--- config.mk ---
export PLATFORM = sky130hd
export DESIGN_NAME = punctuation_separator
export DESIGN_NICKNAME = d
export VERILOG_FILES = /design/src/hw/rtl/psep_pkg.sv /design/src/hw/rtl/punctuation_separator.sv /design/src/hw/rtl/psep_classify.sv /design/src/hw/rtl/psep_out_queue.sv
export SDC_FILE = /design/constraint.sdc
export NUM_CORES = 1
export LEC_CHECK = 0
export BUFFER_PORTS_ARGS = -buffer_cell sky130_fd_sc_hd__buf_2
export CAP_MARGIN = 25
export CORE_MARGIN = 1
export CORE_UTILIZATION = 60
export CTS_CLUSTER_DIAMETER = 80
export CTS_CLUSTER_SIZE = 24
export DETAILED_ROUTE_END_ITERATION = 10
export PLACE_DENSITY = 0.84
export SLEW_MARGIN = 20
export SYNTH_ARGS = -nofsm -noshare
export SYNTH_HDL_FRONTEND = slang
export SYNTH_SLANG_ARGS = --single-unit
--- constraint.sdc ---
create_clock -name clk -period 7 [get_ports clk]
set_input_delay 0.35 -clock clk [delete_from_list [all_inputs] [get_ports clk]]
set_output_delay 0.35 -clock clk [all_outputs]
set_load 0.01 [all_outputs]
--- src/hw/rtl/psep_pkg.sv ---
`timescale 1ns / 1ps

package psep_pkg;

    // ASCII space, the only byte that is collapsed.
    localparam logic [7:0] SPACE_BYTE = 8'h20;

    // Result queue geometry.
    localparam int QUEUE_DEPTH = 4;
    localparam int QUEUE_PTR_W = $clog2(QUEUE_DEPTH);
    localparam int QUEUE_CNT_W = $clog2(QUEUE_DEPTH + 1);

    // One input item.
    typedef struct packed {
        logic [7:0] in_byte;
        logic       is_last;
    } in_item_t;

    // One result item.
    typedef struct packed {
        logic [7:0] out_byte;
        logic       byte_valid;
        logic       end_of_text;
    } out_item_t;

    // Spacing state carried from one item to the next.
    typedef struct packed {
        logic prev_was_space;
        logic space_pending;
    } sep_state_t;

    // Everything one item produces: up to two results and the next state.
    typedef struct packed {
        logic [1:0] count;
        out_item_t  first;
        out_item_t  second;
        sep_state_t state_next;
    } sep_result_t;

    // True for the 32 printable ASCII punctuation characters.
    function automatic logic is_punct(input logic [7:0] b);
        logic hit;
        begin
            hit = ((b >= 8'h21) && (b <= 8'h2F)) ||
                  ((b >= 8'h3A) && (b <= 8'h40)) ||
                  ((b >= 8'h5B) && (b <= 8'h60)) ||
                  ((b >= 8'h7B) && (b <= 8'h7E));
            return hit;
        end
    endfunction

endpackage

--- src/hw/rtl/punctuation_separator.sv ---
`timescale 1ns / 1ps

// Punctuation separator: one text byte enters per item and 0, 1 or 2 bytes
// leave, one per output item. Punctuation gets a space on each side, space
// runs collapse, leading and trailing spaces vanish; the item flagged is_last
// always yields a result with end_of_text set (a bare marker with byte_valid
// low if it produced no byte), and the spacing state then starts over for the
// next text. An item waits in the input register and then puts its results in the
// output queue, so with the output never stalled the block sustains one item per
// cycle for plain bytes; when every byte is punctuation each item yields two
// results, and the single output port, one result per cycle, sets the pace.
module punctuation_separator (
    input  logic                 clk,
    input  logic                 rst_n,
    input  logic                 in_valid,
    output logic                 in_stall,
    input  psep_pkg::in_item_t   in_item,
    output logic                 out_valid,
    input  logic                 out_stall,
    output psep_pkg::out_item_t  out_item
);
    import psep_pkg::*;

    logic         in_full_reg;
    logic         in_full_next;
    in_item_t     in_item_reg;
    sep_state_t   state_reg;
    sep_result_t  result;
    logic         room;
    logic         fire;
    logic [1:0]   push_count;

    // The held item is processed once the queue can take both its results.
    assign fire       = in_full_reg && room;
    assign in_stall   = in_full_reg && !room;
    assign push_count = fire ? result.count : 2'd0;

    assign in_full_next = (in_valid && !in_stall) || (in_full_reg && !fire);

    // Input register.
    always_ff @(posedge clk or negedge rst_n)
    begin
        if (!rst_n)
        begin
            in_full_reg <= 1'b0;
        end
        else
        begin
            in_full_reg <= in_full_next;
        end
    end

    always_ff @(posedge clk)
    begin
        if (in_valid && !in_stall)
        begin
            in_item_reg <= in_item;
        end
    end

    // Spacing state advances with each processed item.
    always_ff @(posedge clk or negedge rst_n)
    begin
        if (!rst_n)
        begin
            state_reg.prev_was_space <= 1'b1;
            state_reg.space_pending  <= 1'b0;
        end
        else if (fire)
        begin
            state_reg <= result.state_next;
        end
    end

    psep_classify u_classify (
        .item   (in_item_reg),
        .state  (state_reg),
        .result (result)
    );

    psep_out_queue u_out_queue (
        .clk         (clk),
        .rst_n       (rst_n),
        .push_count  (push_count),
        .push_first  (result.first),
        .push_second (result.second),
        .room        (room),
        .valid       (out_valid),
        .stall       (out_stall),
        .item        (out_item)
    );

    // Stall is only raised while an item is held.
    assert property (@(posedge clk) disable iff (!rst_n)
        in_stall |-> in_full_reg)
        else $error("input stalled with empty input register");

    // After the last byte of a text the spacing state is back at its start.
    assert property (@(posedge clk) disable iff (!rst_n)
        (fire && in_item_reg.is_last) |=>
            (state_reg.prev_was_space && !state_reg.space_pending))
        else $error("state not restarted after end of text");

    // A pending space always follows a space.
    assert property (@(posedge clk) disable iff (!rst_n)
        state_reg.space_pending |-> state_reg.prev_was_space)
        else $error("pending space without preceding space");

endmodule

--- src/hw/rtl/psep_classify.sv ---
`timescale 1ns / 1ps

module psep_classify (
    input  psep_pkg::in_item_t    item,
    input  psep_pkg::sep_state_t  state,
    output psep_pkg::sep_result_t result
);
    import psep_pkg::*;

    logic punct;
    logic space;
    logic lead_space;

    assign punct = is_punct(item.in_byte);
    assign space = (item.in_byte == SPACE_BYTE);

    // A punctuation byte brings its own leading space unless one was just seen;
    // any other visible byte only flushes a pending space.
    assign lead_space = punct ? (state.space_pending || !state.prev_was_space)
                              : state.space_pending;

    always_comb
    begin
        result = '0;
        if (space)
        begin
            // A space emits nothing; the first of a run becomes pending.
            result.count                     = 2'd0;
            result.state_next.prev_was_space = 1'b1;
            result.state_next.space_pending  = state.space_pending ||
                                               !state.prev_was_space;
        end
        else
        begin
            // The space-then-byte case uses both slots, otherwise the byte goes first.
            if (lead_space)
            begin
                result.count              = 2'd2;
                result.first.out_byte     = SPACE_BYTE;
                result.first.byte_valid   = 1'b1;
                result.second.out_byte    = item.in_byte;
                result.second.byte_valid  = 1'b1;
            end
            else
            begin
                result.count              = 2'd1;
                result.first.out_byte     = item.in_byte;
                result.first.byte_valid   = 1'b1;
            end
            // Punctuation leaves a trailing space pending behind it.
            result.state_next.prev_was_space = punct;
            result.state_next.space_pending  = punct;
        end

        // End of text: mark the last result, or emit a bare marker.
        if (item.is_last)
        begin
            unique case (result.count)
                2'd0:
                begin
                    result.count             = 2'd1;
                    result.first.end_of_text = 1'b1;
                end
                2'd1:    result.first.end_of_text  = 1'b1;
                default: result.second.end_of_text = 1'b1;
            endcase
            result.state_next.prev_was_space = 1'b1;
            result.state_next.space_pending  = 1'b0;
        end
    end

endmodule

--- src/hw/rtl/psep_out_queue.sv ---
`timescale 1ns / 1ps

module psep_out_queue (
    input  logic                 clk,
    input  logic                 rst_n,
    input  logic [1:0]           push_count,
    input  psep_pkg::out_item_t  push_first,
    input  psep_pkg::out_item_t  push_second,
    output logic                 room,
    output logic                 valid,
    input  logic                 stall,
    output psep_pkg::out_item_t  item
);
    import psep_pkg::*;

    out_item_t                entry_reg [QUEUE_DEPTH];
    logic [QUEUE_PTR_W-1:0]   wr_ptr_reg;
    logic [QUEUE_PTR_W-1:0]   wr_ptr_next;
    logic [QUEUE_PTR_W-1:0]   wr_ptr_plus1;
    logic [QUEUE_PTR_W-1:0]   rd_ptr_reg;
    logic [QUEUE_PTR_W-1:0]   rd_ptr_next;
    logic [QUEUE_CNT_W-1:0]   count_reg;
    logic [QUEUE_CNT_W-1:0]   count_next;
    logic                     pop;

    // Room for the largest burst of one item, judged before this cycle's pop.
    assign room  = (count_reg <= QUEUE_CNT_W'(QUEUE_DEPTH - 2));
    assign valid = (count_reg != '0);
    assign item  = entry_reg[rd_ptr_reg];
    assign pop   = valid && !stall;

    assign wr_ptr_plus1 = wr_ptr_reg + QUEUE_PTR_W'(1);
    assign wr_ptr_next  = wr_ptr_reg + QUEUE_PTR_W'(push_count);
    assign rd_ptr_next  = pop ? rd_ptr_reg + QUEUE_PTR_W'(1) : rd_ptr_reg;
    assign count_next   = count_reg + QUEUE_CNT_W'(push_count)
                          - QUEUE_CNT_W'(pop);

    // Entry storage: up to two writes per cycle at consecutive slots.
    always_ff @(posedge clk)
    begin
        if (push_count != 2'd0)
        begin
            entry_reg[wr_ptr_reg] <= push_first;
        end
        if (push_count == 2'd2)
        begin
            entry_reg[wr_ptr_plus1] <= push_second;
        end
    end

    // Pointers and fill count.
    always_ff @(posedge clk or negedge rst_n)
    begin
        if (!rst_n)
        begin
            wr_ptr_reg <= '0;
            rd_ptr_reg <= '0;
            count_reg  <= '0;
        end
        else
        begin
            wr_ptr_reg <= wr_ptr_next;
            rd_ptr_reg <= rd_ptr_next;
            count_reg  <= count_next;
        end
    end

    // The fill count never passes the depth.
    assert property (@(posedge clk) disable iff (!rst_n)
        count_reg <= QUEUE_CNT_W'(QUEUE_DEPTH))
        else $error("result queue overflow");

    // Pushes only arrive when room was reported.
    assert property (@(posedge clk) disable iff (!rst_n)
        (push_count != 2'd0) |-> room)
        else $error("push into full result queue");

    // With no push and no pop, the fill count holds.
    assert property (@(posedge clk) disable iff (!rst_n)
        (push_count == 2'd0 && !pop) |=> $stable(count_reg))
        else $error("fill count changed while idle");

endmodule

==> results of run 1 <==
==> logic make-up after synthesis <==
kind of cell,Yosys count
AOI/OAI and AO/OA,32
xor gates and xnor gates,6
adders and majority gates,5
buffers and inverters,18
DFF,59
muxes,10
and+or+nand+nor,55
==> cell usage after synthesis, types with 2 or more instances <==
master and count:
o21ai_1 3, and2_1 30, dfrtp_1 9, xor2_1 2
inv_1 11, a21oi_1 8, edfxtp_1 49, nor2_1 4
ha_1 4, clkbuf_1 3, buf_2 2, nor3_1 3
mux4_2 10, nand2b_1 3, and3_1 3, nor2b_1 2
o21bai_2 3, o21a_1 4, xnor2_1 4, o22ai_1 2
nand2_1 5
==> path summary, 6_finish.rpt <==
path                                                 endpoint  slack [ns]  cells past startpoint
setup reg to reg           u_out_queue.count_reg[2]$_DFF_PN0_        4.21                      8
hold reg to reg            u_out_queue.count_reg[2]$_DFF_PN0_        0.53                      1
max in group asynchronous            state_reg[1]$_DFFE_PN1P_        6.34                      2
min in group asynchronous               in_full_reg$_DFF_PN0_        0.41                      2
setup / recovery           u_out_queue.count_reg[2]$_DFF_PN0_        4.21                      8
hold / removal                       in_item_reg[0]$_DFFE_PP_        0.19                      1
==> layout make-up <==
type                    count  area [um2]
flip-flops and latches     59        1720
fillers                   277        1260
multi-input cells         108         935
repair buffers             28         150
clock buffers              11         131
well taps                  52        65.1
inverters                  12        45.0
clock inverters             4        42.5
==> layer usage <==
metal / up-vias / GRT usage
met5: - / 0
met4: 0 / 0.129
met2: 64 / 0.371
met1: 802 / 0.295
li1: 751 / -
met3: 16 / 0.0509
==> per-stage QoR <==
step,instances,hold WS (ns)
2_1_floorplan,185,0.0544
3_3_place_gp,255,0.216
3_5_place_dp,257,0.222
4_1_cts,273,0.179
5_1_grt,274,0.180
6_report,274,0.193
==> power by group through the flow <==
stage                     sequential (W)  combinational (W)  clock, W
after floorplan                 0.000581           0.000405         0
after global placement          0.000634           0.000483         0
after detailed placement        0.000645           0.000510         0
after CTS                       0.000640           0.000515  0.000287
after global routing            0.000654           0.000563  0.000300
final                           0.000640           0.000512  0.000283
==> worst register-to-register path: cells and delay by family (launching register included) <==
kind / cells / cell delay, ns
AND/OR/NAND/NOR: 2 / 0.84
adder cells (fa/ha/maj): 2 / 0.59
flip-flops: 1 / 0.50
XOR/XNOR: 2 / 0.34
AO/OA/AOI/OAI: 1 / 0.27
buffers and inverters: 1 / 0.16
==> cell usage in the layout (no fill, tap or decap), types with 2 or more instances in the layout <==
cell type	n
a21oi_1	8
and2_1	30
and3_1	3
buf_2	25
buf_4	2
clkbuf_1	2
clkbuf_8	9
clkinv_1	2
dfrtp_1	9
edfxtp_1	49
ha_1	4
inv_1	11
mux4_2	10
nand2_1	5
nand2b_1	3
nor2_1	4
nor2b_1	2
nor3_1	3
o21a_1	4
o21ai_1	3
o21bai_2	3
o22ai_1	2
xnor2_1	4
xor2_1	2
==> flow_metrics.env, run 1 <==
export IMPL_gp_congestion=0.863
export IMPL_power_leakage_nw=1.13
export IMPL_wl_met2_mm=2.49
export IMPL_drv_cap=0
export IMPL_grt_pass1_vias=1713
export IMPL_critPathLaunchType="flip-flop"
export IMPL_crit_family="simple AND/OR/NAND/NOR gates"
export IMPL_ios=25
export IMPL_yosysTopAreaCellShare=0.542
export IMPL_wl_met3_um=286
export IMPL_diodes=0
export IMPL_crit_buf_inv=1
export IMPL_synthArstFlopShare=0.169
export IMPL_p_sw_w=0.000493
export IMPL_numCtsBuffers=9
export IMPL_finalSetupViolCount=0
export IMPL_pwr_share_clk=0.197
export IMPL_synth_mux_area_frac=0.0829
export IMPL_largest_register_ffs=40
export IMPL_fin_area_mm2=0.00309
export IMPL_wl_per_cell_um=18.2
export IMPL_post_route_util=0.710
export IMPL_hold_viol=0
export IMPL_p_int_w=0.000941
export IMPL_seq_area_frac_synth=0.635
export IMPL_io_buffer_count=24
export IMPL_drive_gt1_frac=0.270
export IMPL_tightest_slew_ns=0.987
export IMPL_hold_path_class="input pin to flip-flop"
export IMPL_syn_inst=185
export IMPL_synthAdderAreaFrac=0.0258
export IMPL_worstHoldStart="in_item[0]"
export IMPL_syn2layout_area_growth_pct=13.9
export IMPL_row_count=24
export IMPL_clock_sinks=59
export IMPL_r2r_start="in_item_reg[3]$_DFFE_PP_"
export IMPL_period_needed_ns=2.79
export IMPL_post_dp_hpwl_mm=3.39
export IMPL_critPathCaptureType="flip-flop"
export IMPL_path_class="flip-flop to flip-flop"
export IMPL_post_cts_resized=0
export IMPL_cts_root_buf="clkbuf_8"
export IMPL_cp_arrival_ns=3.03
export IMPL_pwr_share_comb=0.357
export IMPL_path_cells="nor4_1 > nor4b_2 > inv_2 > a31o_1 > ha_1 > fa_1 > xnor2_1 > xnor2_1"
export IMPL_grt_start_max_net_pins=13
export IMPL_post_dp_cell_area_mm2=0.00290
export IMPL_detail_route_antenna_nets=0
export IMPL_htreeDepth=3
export IMPL_dieHeight_um=69.3
export IMPL_core_area_mm2=0.00435
export IMPL_syn_area_mm2=0.00272
export IMPL_fin_crit_sh=0.399
export IMPL_yosys_area_share_simple=0.121
export IMPL_dp_slack_ns=3.75
export IMPL_synth_compound_area_frac=0.0908
export IMPL_crit_top_cell="xnor2_1"
export IMPL_grt_ovfl_total=0
export IMPL_start_util=0.624
export IMPL_fin_ws_ns=4.21
export IMPL_clk_path_buf_depth=2
export IMPL_slew_headroom=0.341
export IMPL_drt_first_pass_iters=4
export IMPL_yosys_warnings=0
export IMPL_p_seq_frac=0.446
export IMPL_cp_required_ns=7.24
export IMPL_synth_edf_count=49
export IMPL_critical_path_max_stage_delay_ns=0.50
export IMPL_synth_distinct_cells=42
export IMPL_timing_fmax_mhz=358
export IMPL_ys_ff_latch=59
export IMPL_rsz0062_at_grt="false"
export IMPL_clock_latency_ns=0.33
export IMPL_fin_setup_tns_ns=0
export IMPL_cp_slowest_cell="edfxtp_1"
export IMPL_drtIter0Drc=94
export IMPL_grt_usage=0.232
export IMPL_clk_pin_slew_ns=0.06
export IMPL_synth_top_family_by_area="simple AND/OR/NAND/NOR gates"
export IMPL_worstPathMaxFanout=8
export IMPL_clock_skew_ns=0.00647
export IMPL_die_area_mm2=0.00480
export IMPL_crit_start="in_item_reg[3]$_DFFE_PP_"
export IMPL_syn_area_per_cell_um2=14.7
export IMPL_die_w_um=69.3
export IMPL_synth_xor_area_share=0.0194
export IMPL_power_total_w=0.00143
export IMPL_drv_slew=0
export IMPL_finalWirelength_mm=4.99
export IMPL_top_layer="met4"
export IMPL_power_density_mw_per_mm2=464
export IMPL_grt_pass1_wl_mm=8.30
export IMPL_peakVddDrop_uv=276
export IMPL_status="complete, no violations"
export IMPL_synthTopCellsByArea="edfxtp_1 (54%), dfrtp_1 (8.3%), mux4_2 (8.3%)"
export IMPL_drt_vias_per_instance=5.96
export IMPL_synth_top_cell_by_area="edfxtp_1"
export IMPL_antenna_found_initial=0
export IMPL_synth_nets=203
export IMPL_switching_share=0.344
export IMPL_cts_setup_buffers=0
export IMPL_wl_met1_mm=2.08
export IMPL_holdBufCountCts=1
export IMPL_cts_tree="built"
export IMPL_synth_flop_cell="edfxtp_1"
export IMPL_nets=236
export IMPL_vias=1633
export IMPL_drc=0
No activity file was read; power rests on OpenSTA's default activity.
==> run 2, diff against run 1 <==
--- a/config.mk
+++ b/config.mk
@@ -8,11 +8,11 @@
 export BUFFER_PORTS_ARGS = -buffer_cell sky130_fd_sc_hd__buf_2
 export CAP_MARGIN = 25
 export CORE_MARGIN = 1
-export CORE_UTILIZATION = 60
+export CORE_UTILIZATION = 53
 export CTS_CLUSTER_DIAMETER = 80
 export CTS_CLUSTER_SIZE = 24
 export DETAILED_ROUTE_END_ITERATION = 10
-export PLACE_DENSITY = 0.84
+export PLACE_DENSITY = 0.79
 export SLEW_MARGIN = 20
 export SYNTH_ARGS = -nofsm -noshare
 export SYNTH_HDL_FRONTEND = slang
==> constraint.sdc (replaced) <==
create_clock -name clk -period 2.4 [get_ports clk]
set_input_delay 0.12 -clock clk [delete_from_list [all_inputs] [get_ports clk]]
set_output_delay 0.12 -clock clk [all_outputs]
set_load 0.01 [all_outputs]
==> flow_metrics.env, run 2 (synthesis results as in run 1) <==
export IMPL_grt_start_max_net_pins=12
export IMPL_path_class="flip-flop to flip-flop"
export IMPL_power_total_w=0.00441
export IMPL_worst_r2r_path_depth=8
export IMPL_clk_path_buf_depth=2
export IMPL_critical_path_max_stage_delay_ns=0.50
export IMPL_dp_slack_ns=-0.0154
export IMPL_fin_ws_ns=0.0326
export IMPL_drt_vias_per_instance=5.19
export IMPL_core_area_mm2=0.00482
export IMPL_crit_top_cell="xnor2_1"
export IMPL_numCtsBuffers=9
export IMPL_path_cells="nor4_4 > nor4b_4 > inv_2 > a31o_1 > ha_2 > fa_2 > xnor2_1 > xnor2_1"
export IMPL_vias=1656
export IMPL_clock_latency_ns=0.33
export IMPL_cts_root_buf="clkbuf_8"
export IMPL_finalSetupViolCount=0
export IMPL_drv_slew=0
export IMPL_hold_path_cell_count=3
export IMPL_worstPathMaxFanout=5
export IMPL_slew_headroom=0.571
export IMPL_post_dp_hpwl_mm=3.05
export IMPL_clk_pin_slew_ns=0.06
export IMPL_status="complete, no violations"
export IMPL_die_area_mm2=0.00541
export IMPL_drc=0
export IMPL_row_count=25
export IMPL_drv_cap=0
export IMPL_r2r_start="in_item_reg[2]$_DFFE_PP_"
export IMPL_gp_congestion=0.881
export IMPL_tightest_slew_ns=0.644
export IMPL_grt_usage=0.203
export IMPL_dieHeight_um=73.6
export IMPL_clock_sinks=59
export IMPL_ios=25
export IMPL_critPathCaptureType="flip-flop"
export IMPL_drtIter0Drc=78
export IMPL_nets=266
export IMPL_worstHoldStart="out_stall"
export IMPL_grt_pass1_vias=1691
export IMPL_num_fill_cells=322
export IMPL_period_needed_ns=2.37
export IMPL_wl_per_cell_um=15.2
export IMPL_power_density_mw_per_mm2=1280
export IMPL_final_cell_mix="edfxtp_1 (49), and2_1 (30), buf_2 (24)"
export IMPL_cts_tree="built"
export IMPL_die_w_um=73.6
export IMPL_hold_path_class="input pin to flip-flop"
export IMPL_reg2reg_setup_slack_ns=0.03
export IMPL_syn2layout_area_growth_pct=27.3
export IMPL_diodes=0
export IMPL_power_leakage_nw=1.29
export IMPL_timing_fmax_mhz=422
export IMPL_hold_viol=0
export IMPL_rr_endpoint="u_out_queue.count_reg[2]$_DFF_PN0_"
export IMPL_io_buffer_count=24
export IMPL_grt_pass1_wl_mm=7.64
export IMPL_cp_arrival_ns=2.58
export IMPL_drt_first_pass_iters=4
export IMPL_largest_register_ffs=40
export IMPL_clock_skew_ns=0.00686
export IMPL_finalWirelength_mm=4.85
export IMPL_rsz0062_at_grt="true"
export IMPL_worstHoldEndpoint="u_out_queue.rd_ptr_reg[0]$_DFFE_PN0P_"
export IMPL_critPathLaunchType="flip-flop"
export IMPL_cp_slowest_cell="edfxtp_1"
export IMPL_cp_required_ns=2.61
export IMPL_grt_ovfl_total=0
export IMPL_peakVddDrop_uv=812
export IMPL_detail_route_antenna_nets=0
export IMPL_holdWs_ns=0.108
export IMPL_fin_crit_sh=0.986
export IMPL_final_common_cell="edfxtp_1"
export IMPL_drive_gt1_frac=0.357
export IMPL_post_route_util=0.718
export IMPL_start_util=0.564
export IMPL_htreeDepth=3
export IMPL_antenna_found_initial=0
-- run 2: cell count changes in the layout (fill, tap and decap cells not counted), moves of 2 or more --
| cell | change |
|---|---|
| buf_4 | +18 |
| dlygate4sd3_1 | +10 |
| buf_6 | +3 |
| clkbuf_1 | -2 |
| nor3_1 | -2 |
| o21ai_1 | -2 |
| o21ai_2 | +2 |
-- run 2: layout make-up --
| type | count | area (um2) | area share |
|---|---|---|---|
| inverter | 12 | 45.0 | 0.0130 |
| tap | 67 | 83.8 | 0.0242 |
| sequential | 59 | 1720 | 0.498 |
| timing repair buffer | 58 | 414 | 0.120 |
| clock buffer | 9 | 124 | 0.0358 |
| multi-input combinational | 108 | 986 | 0.285 |
| clock inverter | 6 | 81.3 | 0.0235 |
-- run 2: repair_timing --
action                                 CTS  global route
gates resized for setup                  5            10
buffers inserted                         3             3
endpoints found under the hold margin   20             0
hold buffers                            11             0
cloned                                   0             0
pin swaps                                6             7
setup endpoints to repair                1            12
-- run 2: worst max path at each step --
stage	end	start	cells past startpoint	slack [ns]
5_1_grt	u_out_queue.count_reg[2]$_DFF_PN0_	in_item_reg[4]$_DFFE_PP_	10	-0.12
4_1_cts	u_out_queue.count_reg[2]$_DFF_PN0_	in_item_reg[2]$_DFFE_PP_	9	0.009
6_report	u_out_queue.count_reg[2]$_DFF_PN0_	in_item_reg[2]$_DFFE_PP_	8	0.03
3_3_place_gp	u_out_queue.count_reg[2]$_DFF_PN0_	in_item_reg[3]$_DFFE_PP_	8	0.02
3_5_place_dp	u_out_queue.count_reg[2]$_DFF_PN0_	in_item_reg[3]$_DFFE_PP_	8	-0.02
2_1_floorplan	u_out_queue.count_reg[2]$_DFF_PN0_	in_item_reg[7]$_DFFE_PP_	9	0.002
-- run 2: layer usage --
metal  global-route usage  part of all wire  vias to the layer above
met5                    0                 0                        -
met4                0.105             0.016                        0
met3               0.0535             0.040                        8
met2                0.336              0.52                       41
met1                0.245              0.42                      791
li1                     -                 -                      816
-- run 2: through the flow --
stage               cell area [um2]  std cells  setup TNS, ns
global route                   3460        319         -0.166
CTS                            3390        316              0
detailed placement             3030        287        -0.0154
finish                         3460        319              0
global placement               3030        287              0
floorplan                      2720        185              0
-- run 2: power by group --
group | switching [W] | total [W] | internal (W)
Clock | 0.000372 | 0.000943 | 0.000571
Combinational | 0.000800 | 0.00164 | 0.000837
Sequential | 0.000270 | 0.00183 | 0.00156
-- run 2: critical path, delay by kind of cell (launching register included) --
kind                     cells  cell delay (ns)
buffers and inverters        1             0.09
AND/OR/NAND/NOR              2             0.62
XOR/XNOR                     2             0.26
flip-flops                   1             0.50
adder cells (fa/ha/maj)      2             0.52
AO/OA/AOI/OAI                1             0.25
